==> config.mk <==
export PLATFORM = sky130hd
export DESIGN_NAME = ir_mark_space_timing_encoder_flat
export DESIGN_NICKNAME = d
export VERILOG_FILES = /design/src/rtl/imte_pkg.sv /design/src/rtl/imte_req_if.sv /design/src/rtl/imte_tim_if.sv /design/src/rtl/imte_front.sv /design/src/rtl/imte_queue.sv /design/src/rtl/imte_back.sv /design/src/rtl/ir_mark_space_timing_encoder.sv /design/src/flat_wrapper.sv
export SDC_FILE = /design/constraint.sdc
export NUM_CORES = 1
export LEC_CHECK = 0
export BUFFER_PORTS_ARGS = -buffer_cell sky130_fd_sc_hd__buf_4
export CAP_MARGIN = 40
export CORE_AREA = 8 8 275 277
export CTS_CLUSTER_DIAMETER = 120
export DETAILED_ROUTE_END_ITERATION = 16
export DIE_AREA = 0 0 283 285
export PLACE_DENSITY_LB_ADDON = 0.25
export SYNTH_ARGS = -nofsm -noshare
export SYNTH_HDL_FRONTEND = slang
export SYNTH_SLANG_ARGS = --single-unit
==> constraint.sdc <==
create_clock -name clk -period 4.04 [get_ports clk]
set_clock_uncertainty 0.1 [all_clocks]
set_input_delay 0 -clock clk [delete_from_list [all_inputs] [get_ports clk]]
set_output_delay 0 -clock clk [all_outputs]
set_load 0.01 [all_outputs]
==> src/rtl/imte_pkg.sv <==
// Package for the infrared mark/space timing encoder.
// Holds widths, function and register codes, and the command control type.
// No dependencies; every other file of the block imports it.
package imte_pkg;

	localparam int MAX_BITS_DEF = 64;
	localparam int WORD_W       = 64;
	localparam int LEN_W        = 7;
	localparam int DUR_W        = 24;
	localparam int TC_W         = 8;
	localparam int CFG_IDX_W    = 3;
	localparam int CFG_DATA_W   = 24;
	localparam int QUEUE_DEPTH  = 2;

	localparam logic FUNC_LOAD = 1'b0;
	localparam logic FUNC_NEXT = 1'b1;

	localparam logic MODE_MANCHESTER = 1'b0;
	localparam logic MODE_PULSE      = 1'b1;

	localparam logic [CFG_IDX_W-1:0] REG_CODING_MODE    = 3'd0;
	localparam logic [CFG_IDX_W-1:0] REG_SILENCE        = 3'd1;
	localparam logic [CFG_IDX_W-1:0] REG_PREAMBLE_MARK  = 3'd2;
	localparam logic [CFG_IDX_W-1:0] REG_PREAMBLE_SPACE = 3'd3;
	localparam logic [CFG_IDX_W-1:0] REG_ONE_MARK       = 3'd4;
	localparam logic [CFG_IDX_W-1:0] REG_ONE_SPACE      = 3'd5;
	localparam logic [CFG_IDX_W-1:0] REG_ZERO_MARK      = 3'd6;
	localparam logic [CFG_IDX_W-1:0] REG_ZERO_SPACE     = 3'd7;

	// Classified request: load or next, plus the bit count used on a load.
	typedef struct packed {
		logic             is_load;
		logic [LEN_W-1:0] length;
	} cmd_ctl_t;

endpackage

==> src/rtl/imte_req_if.sv <==
// Request channel of the timing encoder: valid/ready plus the request fields.
// Depends on imte_pkg.
interface imte_req_if
	import imte_pkg::*;
();
	logic              valid;
	logic              ready;
	logic              func;
	logic [WORD_W-1:0] message_word;
	logic [LEN_W-1:0]  message_length;

	modport source (output valid, func, message_word, message_length, input ready);
	modport sink   (input valid, func, message_word, message_length, output ready);
endinterface

==> src/rtl/imte_tim_if.sv <==
// Timing result channel of the encoder: valid/ready plus duration, level, frame end.
// Depends on imte_pkg.
interface imte_tim_if
	import imte_pkg::*;
();
	logic             valid;
	logic             ready;
	logic [DUR_W-1:0] duration;
	logic             level;
	logic             frame_done;

	modport source (output valid, duration, level, frame_done, input ready);
	modport sink   (input valid, duration, level, frame_done, output ready);
endinterface

==> src/rtl/imte_front.sv <==
// Front stage: accepts requests, classifies them as load or next and
// registers them for the command queue. Depends on imte_pkg and imte_req_if.
module imte_front
	import imte_pkg::*;
#(
	parameter int MAX_BITS = MAX_BITS_DEF
) (
	input  logic                clk,
	input  logic                arst_n,
	imte_req_if.sink            request,
	output logic                push,
	input  logic                push_ready,
	output cmd_ctl_t            ctl,
	output logic [MAX_BITS-1:0] msg
);

	logic                valid_s1;
	cmd_ctl_t            ctl_s1;
	logic [MAX_BITS-1:0] msg_s1;
	logic                take;

	assign request.ready = !valid_s1 || push_ready;
	assign take          = request.valid && request.ready;

	always_ff @(posedge clk or negedge arst_n) begin
		if (!arst_n) begin
			valid_s1 <= 1'b0;
		end else if (request.ready) begin
			valid_s1 <= request.valid;
		end
	end

	always_ff @(posedge clk) begin
		if (take) begin
			ctl_s1.is_load <= (request.func == FUNC_LOAD);
			ctl_s1.length  <= request.message_length;
			msg_s1         <= request.message_word[MAX_BITS-1:0];
		end
	end

	assign push = valid_s1;
	assign ctl  = ctl_s1;
	assign msg  = msg_s1;

endmodule

==> src/rtl/imte_queue.sv <==
// Short command queue between the front and back stages.
// Generic packed payload; depends on imte_pkg for the depth.
module imte_queue
	import imte_pkg::*;
#(
	parameter int DATA_W = 8
) (
	input  logic              clk,
	input  logic              arst_n,
	input  logic              push,
	output logic              push_ready,
	input  logic [DATA_W-1:0] push_data,
	output logic              head_valid,
	input  logic              pop,
	output logic [DATA_W-1:0] head_data
);

	localparam int PTR_W = $clog2(QUEUE_DEPTH);
	localparam int CNT_W = $clog2(QUEUE_DEPTH + 1);

	logic [DATA_W-1:0] entry_q [QUEUE_DEPTH];
	logic [PTR_W-1:0]  wr_ptr_q;
	logic [PTR_W-1:0]  rd_ptr_q;
	logic [CNT_W-1:0]  count_q;
	logic              do_push;
	logic              do_pop;

	assign push_ready = (count_q != CNT_W'(QUEUE_DEPTH));
	assign head_valid = (count_q != '0);
	assign head_data  = entry_q[rd_ptr_q];
	assign do_push    = push && push_ready;
	assign do_pop     = pop && head_valid;

	always_ff @(posedge clk or negedge arst_n) begin
		if (!arst_n) begin
			wr_ptr_q <= '0;
			rd_ptr_q <= '0;
			count_q  <= '0;
		end else begin
			if (do_push) begin
				wr_ptr_q <= (wr_ptr_q == PTR_W'(QUEUE_DEPTH - 1)) ? '0 : wr_ptr_q + 1'b1;
			end
			if (do_pop) begin
				rd_ptr_q <= (rd_ptr_q == PTR_W'(QUEUE_DEPTH - 1)) ? '0 : rd_ptr_q + 1'b1;
			end
			if (do_push && !do_pop) begin
				count_q <= count_q + 1'b1;
			end else if (do_pop && !do_push) begin
				count_q <= count_q - 1'b1;
			end
		end
	end

	always_ff @(posedge clk) begin
		if (do_push) begin
			entry_q[wr_ptr_q] <= push_data;
		end
	end

	a_count_bound: assert property (@(posedge clk) disable iff (!arst_n)
		count_q <= CNT_W'(QUEUE_DEPTH))
		else $error("queue count exceeds depth");

	a_pop_drains: assert property (@(posedge clk) disable iff (!arst_n)
		(do_pop && !do_push) |=> count_q == $past(count_q) - 1'b1)
		else $error("pop without push did not lower the count");

	a_full_blocks: assert property (@(posedge clk) disable iff (!arst_n)
		(count_q == CNT_W'(QUEUE_DEPTH) && !do_pop) |=> $stable(wr_ptr_q))
		else $error("write pointer moved while full");

endmodule

==> src/rtl/imte_back.sv <==
// Back stage: holds the configuration registers and the frame state, carries
// out load and next commands and drives the registered timing output.
// Depends on imte_pkg and imte_tim_if.
module imte_back
	import imte_pkg::*;
#(
	parameter int MAX_BITS = MAX_BITS_DEF
) (
	input  logic                  clk,
	input  logic                  arst_n,
	input  logic                  cfg_we,
	input  logic [CFG_IDX_W-1:0]  cfg_index,
	input  logic [CFG_DATA_W-1:0] cfg_data,
	input  logic                  head_valid,
	input  cmd_ctl_t              head_ctl,
	input  logic [MAX_BITS-1:0]   head_msg,
	output logic                  pop,
	imte_tim_if.source            timing
);

	localparam logic [1:0] PH_SILENCE  = 2'd0;
	localparam logic [1:0] PH_PREAMBLE = 2'd1;
	localparam logic [1:0] PH_ENCODE   = 2'd2;

	localparam int IDX_W = $clog2(MAX_BITS);
	localparam int PAD_W = 1 << IDX_W;

	// Configuration registers.
	logic             mode_q;
	logic [DUR_W-1:0] silence_q;
	logic [DUR_W-1:0] pre_mark_q;
	logic [DUR_W-1:0] pre_space_q;
	logic [DUR_W-1:0] one_mark_q;
	logic [DUR_W-1:0] one_space_q;
	logic [DUR_W-1:0] zero_mark_q;
	logic [DUR_W-1:0] zero_space_q;

	// Frame state.
	logic [1:0]          phase_q;
	logic [TC_W-1:0]     tc_q;
	logic [LEN_W-1:0]    bits_q;
	logic [MAX_BITS-1:0] msg_q;
	logic [LEN_W-1:0]    len_q;

	// Output register.
	logic             out_valid_q;
	logic [DUR_W-1:0] out_dur_q;
	logic             out_lvl_q;
	logic             out_done_q;

	logic             can_issue;
	logic             issue_next;
	logic             issue_load;
	logic [PAD_W-1:0] msg_pad;
	logic             bit_v;
	logic             odd;
	logic             pwm;
	logic [LEN_W-1:0] bits_inc;
	logic [DUR_W-1:0] nx_dur;
	logic             nx_lvl;
	logic             nx_done;
	logic [1:0]       nx_phase;
	logic [TC_W-1:0]  nx_tc;
	logic [LEN_W-1:0] nx_bits;

	assign can_issue  = !out_valid_q || timing.ready;
	assign pop        = head_valid && (head_ctl.is_load || can_issue);
	assign issue_load = pop && head_ctl.is_load;
	assign issue_next = pop && !head_ctl.is_load;

	assign msg_pad  = PAD_W'(msg_q);
	assign bit_v    = (bits_q < LEN_W'(MAX_BITS)) && msg_pad[bits_q[IDX_W-1:0]];
	assign odd      = tc_q[0];
	assign pwm      = (one_space_q == zero_space_q);
	assign bits_inc = bits_q + 1'b1;

	always_comb begin
		nx_dur   = '0;
		nx_lvl   = 1'b0;
		nx_done  = 1'b0;
		nx_phase = phase_q;
		nx_tc    = tc_q + 1'b1;
		nx_bits  = bits_q;
		if (phase_q == PH_SILENCE) begin
			nx_dur   = silence_q;
			nx_phase = PH_PREAMBLE;
		end else if (phase_q == PH_PREAMBLE && pre_mark_q != '0) begin
			if (tc_q == TC_W'(1)) begin
				nx_dur = pre_mark_q;
				nx_lvl = 1'b1;
			end else begin
				nx_dur   = pre_space_q;
				nx_phase = PH_ENCODE;
			end
		end else begin
			nx_phase = PH_ENCODE;
			if (mode_q == MODE_MANCHESTER) begin
				// First half of a bit carries the bit value itself; the second half carries its inverse.
				// The early count on the last half never wraps the counter to the length.
				nx_lvl = !odd ^ bit_v;
				nx_dur = one_mark_q;
				if (!odd || (nx_lvl && bits_q != '1 && bits_inc == len_q)) begin
					nx_bits = bits_inc;
				end
			end else if (odd) begin
				nx_dur = bit_v ? one_mark_q : zero_mark_q;
				nx_lvl = 1'b1;
				if (pwm) begin
					nx_bits = bits_inc;
				end
			end else begin
				nx_dur = bit_v ? one_space_q : zero_space_q;
				if (!pwm) begin
					nx_bits = bits_inc;
				end
			end
			if (nx_bits == len_q && nx_lvl) begin
				nx_done  = 1'b1;
				nx_phase = PH_SILENCE;
				nx_tc    = '0;
				nx_bits  = '0;
			end
		end
	end

	always_ff @(posedge clk or negedge arst_n) begin
		if (!arst_n) begin
			mode_q       <= MODE_MANCHESTER;
			silence_q    <= '0;
			pre_mark_q   <= '0;
			pre_space_q  <= '0;
			one_mark_q   <= '0;
			one_space_q  <= '0;
			zero_mark_q  <= '0;
			zero_space_q <= '0;
		end else if (cfg_we) begin
			case (cfg_index)
				REG_CODING_MODE:    mode_q       <= cfg_data[0];
				REG_SILENCE:        silence_q    <= cfg_data;
				REG_PREAMBLE_MARK:  pre_mark_q   <= cfg_data;
				REG_PREAMBLE_SPACE: pre_space_q  <= cfg_data;
				REG_ONE_MARK:       one_mark_q   <= cfg_data;
				REG_ONE_SPACE:      one_space_q  <= cfg_data;
				REG_ZERO_MARK:      zero_mark_q  <= cfg_data;
				REG_ZERO_SPACE:     zero_space_q <= cfg_data;
				default: begin
				end
			endcase
		end
	end

	always_ff @(posedge clk or negedge arst_n) begin
		if (!arst_n) begin
			phase_q <= PH_SILENCE;
			tc_q    <= '0;
			bits_q  <= '0;
			msg_q   <= '0;
			len_q   <= '0;
		end else if (issue_load) begin
			phase_q <= PH_SILENCE;
			tc_q    <= '0;
			bits_q  <= '0;
			msg_q   <= head_msg;
			len_q   <= head_ctl.length;
		end else if (issue_next) begin
			phase_q <= nx_phase;
			tc_q    <= nx_tc;
			bits_q  <= nx_bits;
		end
	end

	always_ff @(posedge clk or negedge arst_n) begin
		if (!arst_n) begin
			out_valid_q <= 1'b0;
		end else if (can_issue) begin
			out_valid_q <= issue_next;
		end
	end

	always_ff @(posedge clk) begin
		if (issue_next) begin
			out_dur_q  <= nx_dur;
			out_lvl_q  <= nx_lvl;
			out_done_q <= nx_done;
		end
	end

	assign timing.valid      = out_valid_q;
	assign timing.duration   = out_dur_q;
	assign timing.level      = out_lvl_q;
	assign timing.frame_done = out_done_q;

	a_done_is_mark: assert property (@(posedge clk) disable iff (!arst_n)
		out_valid_q && out_done_q |-> out_lvl_q)
		else $error("frame end flagged on a space");

	a_done_restarts: assert property (@(posedge clk) disable iff (!arst_n)
		issue_next && nx_done |=> phase_q == PH_SILENCE && bits_q == '0)
		else $error("encoder did not return to silence after frame end");

	a_silence_space: assert property (@(posedge clk) disable iff (!arst_n)
		issue_next && phase_q == PH_SILENCE |=> out_valid_q && !out_lvl_q && !out_done_q)
		else $error("silence timing is not a plain space");

	a_load_silent: assert property (@(posedge clk) disable iff (!arst_n)
		issue_load && out_valid_q && !timing.ready |=> out_valid_q && $stable(out_dur_q))
		else $error("load disturbed a waiting timing");

endmodule

==> src/rtl/ir_mark_space_timing_encoder.sv <==
// Infrared mark/space timing encoder, top level.
// A next request's timing goes through the front register (loaded at acceptance), then
// the command queue, then the back output register. Throughput: one request per cycle
// unless timing.ready stalls the output, set by the bit select and counter update.
// Reset (arst_n, asynchronous) clears configuration, frame state, message and queue.
module ir_mark_space_timing_encoder
	import imte_pkg::*;
#(
	parameter int MAX_BITS = MAX_BITS_DEF
) (
	input  logic                  clk,
	input  logic                  arst_n,
	input  logic                  cfg_we,
	input  logic [CFG_IDX_W-1:0]  cfg_index,
	input  logic [CFG_DATA_W-1:0] cfg_data,
	imte_req_if.sink              request,
	imte_tim_if.source            timing
);

	localparam int CTL_W = $bits(cmd_ctl_t);
	localparam int Q_W   = CTL_W + MAX_BITS;

	logic                push;
	logic                push_ready;
	cmd_ctl_t            push_ctl;
	logic [MAX_BITS-1:0] push_msg;
	logic                head_valid;
	logic                pop;
	logic [Q_W-1:0]      head_data;
	cmd_ctl_t            head_ctl;
	logic [MAX_BITS-1:0] head_msg;

	imte_front #(.MAX_BITS(MAX_BITS)) u_front (
		.clk        (clk),
		.arst_n     (arst_n),
		.request    (request),
		.push       (push),
		.push_ready (push_ready),
		.ctl        (push_ctl),
		.msg        (push_msg)
	);

	imte_queue #(.DATA_W(Q_W)) u_queue (
		.clk        (clk),
		.arst_n     (arst_n),
		.push       (push),
		.push_ready (push_ready),
		.push_data  ({push_ctl, push_msg}),
		.head_valid (head_valid),
		.pop        (pop),
		.head_data  (head_data)
	);

	assign head_ctl = head_data[Q_W-1:MAX_BITS];
	assign head_msg = head_data[MAX_BITS-1:0];

	imte_back #(.MAX_BITS(MAX_BITS)) u_back (
		.clk        (clk),
		.arst_n     (arst_n),
		.cfg_we     (cfg_we),
		.cfg_index  (cfg_index),
		.cfg_data   (cfg_data),
		.head_valid (head_valid),
		.head_ctl   (head_ctl),
		.head_msg   (head_msg),
		.pop        (pop),
		.timing     (timing)
	);

endmodule
==> src/flat_wrapper.sv <==
// flat-port wrapper written by rule: the top's interface ports become plain ports
module ir_mark_space_timing_encoder_flat import imte_pkg::*;
#(
	parameter int MAX_BITS = MAX_BITS_DEF
)
  (clk, arst_n, cfg_we, cfg_index, cfg_data, request_valid, request_func, request_message_word, request_message_length, request_ready, timing_valid, timing_duration, timing_level, timing_frame_done, timing_ready);
  imte_req_if request_i ();
  imte_tim_if timing_i ();
  input  logic clk;
  input  logic arst_n;
  input  logic cfg_we;
  input  logic [CFG_IDX_W-1:0] cfg_index;
  input  logic [CFG_DATA_W-1:0] cfg_data;
  input wire logic [$bits(request_i.valid)-1:0] request_valid;
  input wire logic [$bits(request_i.func)-1:0] request_func;
  input wire logic [$bits(request_i.message_word)-1:0] request_message_word;
  input wire logic [$bits(request_i.message_length)-1:0] request_message_length;
  output wire logic [$bits(request_i.ready)-1:0] request_ready;
  output wire logic [$bits(timing_i.valid)-1:0] timing_valid;
  output wire logic [$bits(timing_i.duration)-1:0] timing_duration;
  output wire logic [$bits(timing_i.level)-1:0] timing_level;
  output wire logic [$bits(timing_i.frame_done)-1:0] timing_frame_done;
  input wire logic [$bits(timing_i.ready)-1:0] timing_ready;
  assign request_i.valid = request_valid;
  assign request_i.func = request_func;
  assign request_i.message_word = request_message_word;
  assign request_i.message_length = request_message_length;
  assign request_ready = request_i.ready;
  assign timing_valid = timing_i.valid;
  assign timing_duration = timing_i.duration;
  assign timing_level = timing_i.level;
  assign timing_frame_done = timing_i.frame_done;
  assign timing_i.ready = timing_ready;
  ir_mark_space_timing_encoder #(.MAX_BITS(MAX_BITS)) u_core (.clk(clk), .arst_n(arst_n), .cfg_we(cfg_we), .cfg_index(cfg_index), .cfg_data(cfg_data), .request(request_i), .timing(timing_i));
endmodule
==> results of run 1 <==
[timing repair]
action / CTS / global route
buffers inserted: 0 / 4
setup endpoints to repair: 0 / 12
hold endpoints to repair: 357 / 0
hold buffers: 161 / 0
gates resized for setup: 0 / 7
[metrics by stage]
stage / utilization / setup TNS (ns) / worst slack [ns] / hold WS, ns
after floorplan: - / 0 / 0.696 / -0.396
after global placement: 0.330 / 0 / 0.316 / 0.0779
after detailed placement: 0.330 / 0 / 0.150 / 0.0795
after CTS: 0.378 / 0 / 0.102 / 0.000379
after global routing: 0.379 / -0.0169 / -0.0116 / 0.0163
final: 0.379 / 0 / 0.237 / -0.0133
[final cells by class]
type / count / area, sq um / share of cell area
multi-input cells: 867 / 6990 / 0.260
flip-flops and latches: 505 / 13900 / 0.515
clock inverters: 41 / 388 / 0.0144
well taps: 950 / 1190 / 0.0442
inverters: 12 / 45.0 / 0.00167
repair buffers: 339 / 3050 / 0.113
clock buffers: 61 / 1410 / 0.0523
[power by group through the flow]
stage | combinational, W | clock, W | sequential, W
2_1_floorplan | 0.00380 | 0 | 0.00787
3_3_place_gp | 0.00535 | 0 | 0.00819
3_5_place_dp | 0.00546 | 0 | 0.00823
4_1_cts | 0.00560 | 0.00509 | 0.00814
5_1_grt | 0.00611 | 0.00528 | 0.00832
6_report | 0.00549 | 0.00494 | 0.00811
[critical path: stages, from the launching register on]
cell       delay [ns]
dfrtp_1          0.39
buf_12           0.23
mux4_2           0.54
mux4_2           0.50
o2bb2ai_1        0.19
nor4_2           0.11
or2_1            0.27
buf_12           0.19
o41ai_2          0.28
o22a_2           0.21
o211ai_4         0.14
buf_4            0.18
a31oi_1          0.20
o22ai_1          0.12
[layer usage]
layer | routed length (um) | vias up | GRT usage
met1 | 23300 | 6534 | 0.163
met4 | 1160 | 0 | 0.0350
met2 | 24600 | 230 | 0.209
li1 | - | 6086 | -
met5 | 0 | - | 0
met3 | 1710 | 66 | 0.0209
[final timing paths]
path	slack, ns	from	depth (start not counted)	endpoint
setup / recovery	0.24	u_core.u_back.bits_q[0]	13	u_core.u_back.bits_q[1]
hold / removal	-0.01	arst_n	2	u_core.u_back.pre_mark_q[9]
setup reg to reg	0.24	u_core.u_back.bits_q[0]	13	u_core.u_back.bits_q[1]
hold reg to reg	0.33	u_core.u_front.msg[35]	0	u_core.u_queue.entry_q[1][35]
max in group asynchronous	2.79	arst_n	3	u_core.u_back.one_mark_q[14]
min in group clk	0.03	request_message_word[21]	2	u_core.u_front.msg[21]
[layout by cell type, fill, tap and decap left out, drive strengths merged, types with 5 or more instances in the layout]
cell type	synthesis	final
dfrtp	263	263
edfxtp	242	242
mux2	195	195
buf	16	178
nand2	173	173
dlygate4sd3	0	161
o21ai	130	130
mux2i	85	85
clkbuf	68	61
nand3	38	38
xnor2	38	38
mux4	37	37
nor2	25	25
clkinv	0	25
inv	12	16
nand4	15	15
a31oi	10	10
a21oi	9	9
and3	9	9
nor4	9	9
nor2b	8	8
nand2b	8	8
o211ai	8	8
clkinvlp	0	7
xor2	6	6
bufinv	0	5
nor3	5	5
[cell families after synthesis]
logic type / Yosys count
AOI/OAI and AO/OA: 195
buffers and inverters: 96
and+or+nand+nor: 307
muxes: 317
DFF: 505
xor gates and xnor gates: 44
adders and majority gates: 4
[flip-flops by register name (all words and copies together) (netlist names), 2 cells and up]
signal                         cells
u_core.u_back.timing.duration     24
u_core.u_queue.entry_q           144
u_core.u_back.pre_mark_q          24
u_core.u_front.ctl                 8
u_core.u_back.msg_pad             64
u_core.u_queue.count_q             2
u_core.u_back.len_q                7
u_core.u_back.zero_space_q        24
u_core.u_back.phase_q              2
u_core.u_front.msg                64
u_core.u_back.one_space_q         24
u_core.u_back.zero_mark_q         24
u_core.u_back.tc_q                 8
u_core.u_back.silence_q           24
u_core.u_back.one_mark_q          24
u_core.u_back.bits_q               7
u_core.u_back.pre_space_q         24
==> out/results.tsv, run 1 <==
metric	value	unit
outcome	finished, violations left	
failing checks	hold timing	
clock latency on the worst-skew pair	0.61	ns
drt first pass iters	5	
CTS Buf Count	54	
Mapped Area	21200	sq um
Max Cap Viol	0	
Slew headroom	0.355	
final non-filler cell area	26900	sq um
CP endpoint kind	flip-flop	
Worst IR Drop VDD	377	uV
CTS tree	done	
DRC	0	
most common cell in the synthesized netlist	dfrtp_1	
vias	12916	
area of the die	80700	sq um
Internal	0.0125	W
Simple-Gate Fraction of Synth Area	0.0661	
largest net degree at the start of global routing	118	
Syn Inst Count	1468	
Commonest cells post-synth	dfrtp_1, edfxtp_1, mux2_2, nand2_1, o21ai_0	
GP Congestion	0.791	
Layout area overhead	27.3	%
Post-DRT Antenna Nets	0	
die width	283	um
Hold Slack	-0.0133	ns
clock network power share	0.266	
number of sinks on the clock net	505	
CP required	4.41	ns
worst setup path category	reg -> reg	
syn_area_per_cell	14.4	sq um
ys async rst share	0.521	
number of global-route vias before repair	13888	
largest cells by area after synthesis	edfxtp_1, dfrtp_1, mux2_2	
drt initial violations	784	
XOR/XNOR Fraction of Synth Area	0.0182	
num ports	132	
Crit Path Max Fanout	27	
Final Power	0.0185	W
row cnt	98	
library cells used by synthesis	63	
Die Y	285	um
final hold vios	8	
adder-cell share of the synthesized area	0.00237	
clk root buf	clkbuf_16	
Final nets	1887	
initial core utilization	0.298	
syn_nets	1576	
DP Wirelength	31800	um
Post-Route WL	50700	um
core box area	71000	sq um
Reg clk slew, reported paths	0.06	ns
Vias/cell	4.65	
Worst EP arrival	4.18	ns
mux share of post-synthesis cell area	0.183	
Tot GR Track Use	0.124	
final slew viol count	0	
share of cells above drive strength 1	0.287	
Slew @ Worst Pin	0.967	ns
compound-cell area share of the yosys netlist	0.0557	
CP Launch Type	flip-flop	
CTS Buffer Depth	3	
post-synth top area share	0.344	
PD cells	689	nW/um^2
Tmin final	3.80	ns
Flop pwr share	0.438	
largest family of logic cells by synthesized area	multiplexers	
H-Tree Level Count	2	
Seq cells post-synth	505	
main flop type after synthesis	dfrtp_1	
Filler Cells Inserted	6686	
DP Cell Count	2508	
Sw Ratio	0.325	
initial antenna violation count	0	
Achievable Freq	263	MHz
sw power	0.00603	W
overflow left after global routing	0	
EDFF count, synth	242	
leading area contributor after synthesis	edfxtp_1	
Seq/Total Area, Yosys	0.655	
n_diodes	0	
first-pass GRT wire length	80200	um
Hold Crit Class	in -> async	
port bufs	131	
Logic pwr share	0.296	
number of synthesis warnings	0	
fin crit share	0.941	
final cell count without fillers	2775	
DR WL/cell	18.3	um
Leak	10.4	nW
placed cell areas	23400	sq um
Final setup viols	0	
(Power assumes the default switching activity.)
==> inputs of run 2 (changes only) <==
--- a/config.mk
+++ b/config.mk
@@ -7,5 +7,5 @@
 export LEC_CHECK = 0
 export BUFFER_PORTS_ARGS = -buffer_cell sky130_fd_sc_hd__buf_4
-export CAP_MARGIN = 40
+export CAP_MARGIN = 20
 export CORE_AREA = 8 8 275 277
 export CTS_CLUSTER_DIAMETER = 120
--- a/constraint.sdc
+++ b/constraint.sdc
@@ -3,3 +3,3 @@
 set_input_delay 0 -clock clk [delete_from_list [all_inputs] [get_ports clk]]
 set_output_delay 0 -clock clk [all_outputs]
-set_load 0.01 [all_outputs]
+set_load 0.1 [all_outputs]
==> out/results.tsv, run 2 (synthesis results as in run 1) <==
metric	value	unit	change
die width	283	um	unchanged
outcome	finished, violations left		
initial antenna violation count	0		unchanged
number of global-route vias before repair	13825		-0.45%
CTS Buffer Depth	3		unchanged
Hold Crit Class	in -> async		
core box area	71000	sq um	unchanged
clk root buf	clkbuf_16		
share of cells above drive strength 1	0.278		-0.00932
H-Tree Level Count	2		unchanged
Final nets	1887		unchanged
Die Y	285	um	unchanged
area of the die	80700	sq um	unchanged
row cnt	98		unchanged
vias	12912		-0.031%
num ports	132		unchanged
CP cell instances	buf_12 -> mux4_2 -> mux4_2 -> o2bb2ai_1 -> nor4_1 -> or2_1 -> buf_12 -> mux2i_1 -> o32a_1 -> o211ai_4 -> buf_4 -> a31oi_1 -> o22ai_1		
PD cells	722	nW/um^2	+4.7%
setup TNS	0	ns	unchanged
port bufs	131		unchanged
overflow left after global routing	0		unchanged
area of the multi-input gates	6970	sq um	-0.29%
final cell count without fillers	2776		+0.036%
largest net degree at the start of global routing	118		unchanged
commonest non-fill, non-tap cells in the layout	dfrtp_1, edfxtp_1, mux2_2		
Slew @ Worst Pin	0.975	ns	+0.00861 ns
drt first pass iters	5		unchanged
first-pass GRT wire length	80100	um	-0.13%
CTS tree	done		
Max Cap Viol	0		unchanged
Post-Route WL	50600	um	-0.21%
DP Wirelength	31600	um	-0.55%
Achievable Freq	256	MHz	-2.8%
DP Cell Count	2506		-0.080%
Post-DRT Antenna Nets	0		unchanged
Vias/cell	4.65		about the same
failing checks	hold timing		
drt initial violations	706		-9.9%
commonest non-fill, non-tap cell in the layout	dfrtp_1		
Leak	10.4	nW	-0.36%
worst setup path category	reg -> reg		
final hold vios	7		-1
Slowest-stage cell, CP	nor4_1		
initial core utilization	0.298		unchanged
fin crit share	0.968		+0.0270
crit-path max cell delay	0.77	ns	+0.23 ns
Reg clk slew, reported paths	0.07	ns	about the same
Final setup viols	0		unchanged
clock latency on the worst-skew pair	0.60	ns	about the same
CTS Buf Count	54		unchanged
number of sinks on the clock net	505		unchanged
Filler Cells Inserted	6628		-0.87%
Worst IR Drop VDD	514	uV	+36%
Tmin final	3.91	ns	+0.109 ns
CP Launch Type	flip-flop		
register area	13900	sq um	unchanged
Slew headroom	0.350		-0.00574
max FFs per register	144		unchanged
Layout area overhead	27.0	%	
final slew viol count	0		unchanged
Crit Path Max Fanout	27		unchanged
CP endpoint kind	flip-flop		
Biggest register	u_core.u_queue.entry_q		
GP Congestion	0.791		unchanged
Tot GR Track Use	0.124		-0.000137
Hold Slack	-0.0397	ns	-0.0265 ns
Worst EP arrival	4.28	ns	+0.10 ns
CP required	4.41	ns	about the same
DR WL/cell	18.2	um	-0.24%
DRC	0		unchanged
run 2: worst paths after layout:
kind                                          start                       endpoint  slack (ns)  cells after the start
setup / recovery            u_core.u_back.bits_q[0]        u_core.u_back.bits_q[1]        0.13                     13
hold / removal                               arst_n    u_core.u_back.pre_mark_q[9]       -0.04                      2
setup reg to reg            u_core.u_back.bits_q[0]        u_core.u_back.bits_q[1]        0.13                     13
hold reg to reg              u_core.u_front.msg[21]  u_core.u_queue.entry_q[0][21]        0.34                      0
max in group asynchronous                    arst_n       u_core.u_back.msg_pad[7]        2.81                      3
min in group clk           request_message_word[61]         u_core.u_front.msg[61]        0.04                      2
run 2: final cells by class:
class / instances / share of cell area
clock inverter: 25 / 0.00997
inverter: 12 / 0.00168
tap: 950 / 0.0443
antenna: 1 / 0.0000932
timing repair buffer: 339 / 0.113
sequential: 505 / 0.516
multi-input combinational: 867 / 0.259
clock buffer: 77 / 0.0558
run 2: repair_timing:
item	in CTS	in global routing
hold buffers	163	0
endpoints found under the setup margin	0	14
buffers inserted	0	4
gates resized for setup	0	4
hold endpoints to repair	357	0
run 2: where the power goes:
group,total [W],internal (W),switching (W)
Sequential,0.00811,0.00718,0.000927
Clock,0.00489,0.00285,0.00205
Combinational,0.00637,0.00248,0.00389
Total,0.0194,0.0125,0.00687
run 2: critical path, delay by kind of cell (launching register included):
kind / cells / cell delay [ns]
compound gates: 5 / 0.81
buf+inv: 3 / 0.61
flops: 1 / 0.41
mux: 3 / 0.85
simple gates: 2 / 1.01
run 2: stage by stage:
stage,total power [W],cell area [sq um],util,setup slack (ns)
2_1_floorplan,0.0127,21200,-,0.356
3_3_place_gp,0.0145,23400,0.330,0.316
3_5_place_dp,0.0146,23400,0.330,0.154
4_1_cts,0.0197,26800,0.377,0.120
5_1_grt,0.0205,26900,0.378,-0.0189
6_report,0.0194,26900,0.378,0.127
run 2: layer usage:
| metal | vias to the layer above | GRT usage | wire (um) |
|---|---|---|---|
| li1 | 6092 | - | - |
| met1 | 6506 | 0.165 | 23100 |
| met2 | 262 | 0.209 | 24800 |
| met3 | 52 | 0.0216 | 1980 |
| met4 | 0 | 0.0281 | 744 |
| met5 | - | 0 | 0 |
==> inputs of run 3 (changes only) <==
- RECOVER_POWER: default -> 25
- SLEW_MARGIN: default -> 20
==> out/results.tsv, run 3 (synthesis results as in run 1) <==
metric	value	unit	change
initial core utilization	0.298		unchanged
reg2reg setup slack	0.11	ns	-0.02 ns
Post-DRT Antenna Nets	0		unchanged
worst setup path category	reg -> reg		
Die Y	285	um	unchanged
die width	283	um	unchanged
CP delay by family, top	simple AND/OR/NAND/NOR gates		
Crit Path Max Fanout	27		unchanged
setup slack after layout	0.105	ns	-0.0223 ns
CP Launch Type	flip-flop		
Worst IR Drop VDD	515	uV	+0.13%
Final setup viols	0		unchanged
number of global-route vias before repair	13825		unchanged
Max Cap Viol	1		+1
DP Wirelength	31600	um	unchanged
Tmin final	3.93	ns	+0.0223 ns
Vias/cell	4.64		-0.25%
failing checks	capacitance limit, slew limit		
CP required	4.41	ns	about the same
Hold Slack	0.0598	ns	+0.0995 ns
drt first pass iters	5		unchanged
outcome	finished, violations left		
Reg clk slew, reported paths	0.07	ns	about the same
share of cells above drive strength 1	0.278		unchanged
vias	12880		-0.25%
final slew viol count	117		+117
DRC	0		unchanged
clk root buf	clkbuf_16		
final non-filler cell area	26800	sq um	about the same
max FFs per register	144		unchanged
fin crit share	0.974		+0.00552
Slowest-stage cell, CP	nor4_1		
H-Tree Level Count	2		unchanged
Achievable Freq	254	MHz	-0.57%
drt initial violations	740		+4.8%
CTS tree	done		
CP cell instances	buf_12 -> mux4_2 -> mux4_2 -> o2bb2ai_1 -> nor4_1 -> or2_1 -> buf_12 -> mux2i_1 -> o32a_1 -> o211ai_4 -> buf_4 -> a31oi_1 -> o22ai_1		
largest net degree at the start of global routing	118		unchanged
Slew headroom	-1.10		-1.45
Post-Route WL	50600	um	about the same
placed cell areas	23400	sq um	unchanged
Slew @ Worst Pin	3.15	ns	+2.18 ns
number of sinks on the clock net	505		unchanged
Setup WS pre-CTS	0.154	ns	unchanged
CTS Buf Count	54		unchanged
initial antenna violation count	0		unchanged
GP Congestion	0.791		unchanged
Worst EP arrival	4.30	ns	+0.02 ns
core box area	71000	sq um	unchanged
CP endpoint kind	flip-flop		
Tot GR Track Use	0.124		unchanged
DP Cell Count	2506		unchanged
port bufs	131		unchanged
overflow left after global routing	0		unchanged
commonest non-fill, non-tap cells in the layout	dfrtp_1, edfxtp_1, mux2_2		
clock latency on the worst-skew pair	0.60	ns	about the same
DR WL/cell	18.2	um	about the same
Layout area overhead	26.9	%	about the same
first-pass GRT wire length	80100	um	unchanged
Biggest register	u_core.u_queue.entry_q		
row cnt	98		unchanged
Final nets	1887		unchanged
Buffers & Inverters on Critical Path	3		unchanged
PD cells	721	nW/um^2	about the same
crit-path max cell delay	0.78	ns	about the same
CTS Buffer Depth	3		unchanged
Leak	10.4	nW	-0.16%
final cell count without fillers	2776		unchanged
Hold Crit Class	in -> reg		
area of the die	80700	sq um	unchanged
commonest non-fill, non-tap cell in the layout	dfrtp_1		
Final Power	0.0194	W	about the same
final hold vios	0		-7
num ports	132		unchanged
-- run 3: cell count changes in the layout (fill, tap and decap cells not counted) --
cell / previous run / this run
clkbuf_4: 0 / 63
buf_8: 1 / 0
buf_4: 169 / 106
clkbuf_2: 0 / 1
-- run 3: through the flow --
stage / util / TNS [ns]
global route: 0.378 / -0.0367
CTS: 0.377 / 0
global placement: 0.330 / 0
floorplan: - / 0
finish: 0.378 / 0
detailed placement: 0.330 / 0
-- run 3: cell type report --
type                       instances  area (sq um)
sequential                       505         13900
multi-input combinational        867          6970
clock buffer                      77          1500
timing repair buffer             339          3030
inverter                          12          45.0
tap                              950          1190
fill                            6629         44100
antenna                            1          2.50
clock inverter                    25           268
-- run 3: report_power, final --
| part | internal (W) | switching (W) | total (W) |
|---|---|---|---|
| sequential | 0.00718 | 0.000925 | 0.00811 |
| combinational | 0.00248 | 0.00389 | 0.00637 |
| clock | 0.00284 | 0.00204 | 0.00489 |
| total | 0.0125 | 0.00686 | 0.0194 |
-- run 3: path summary, 6_finish.rpt --
| kind | from | to | cells after the start |
|---|---|---|---|
| min reg2reg | u_core.u_front.msg[21] | u_core.u_queue.entry_q[0][21] | 0 |
| min | request_message_word[61] | u_core.u_front.msg[61] | 2 |
| max | u_core.u_back.bits_q[0] | u_core.u_back.bits_q[1] | 13 |
| min in group asynchronous | arst_n | u_core.u_back.silence_q[9] | 2 |
| max reg2reg | u_core.u_back.bits_q[0] | u_core.u_back.bits_q[1] | 13 |
| max in group asynchronous | arst_n | u_core.u_back.tc_q[0] | 2 |
-- run 3: layer usage --
metal	vias up	wire length [um]	global-route usage
li1	6087	-	-
met1	6490	23000	0.165
met2	250	24800	0.209
met3	53	1990	0.0216
met4	0	743	0.0281
met5	-	0	0
-- run 3: worst reg2reg max path, delay by kind of cell, from the launching register on --
family                 cells  cell delay (ns)
AND/OR/NAND/NOR            2             1.02
AO/OA/AOI/OAI              5             0.81
buffers and inverters      3             0.61
multiplexers               3             0.86
flip-flops                 1             0.41
-- run 3: what timing repair did --
item,in CTS,in global routing
endpoints found under the hold margin,357,0
setup endpoints to repair,0,14
gates resized for setup,0,4
setup buffers,0,4
hold buffers,163,0
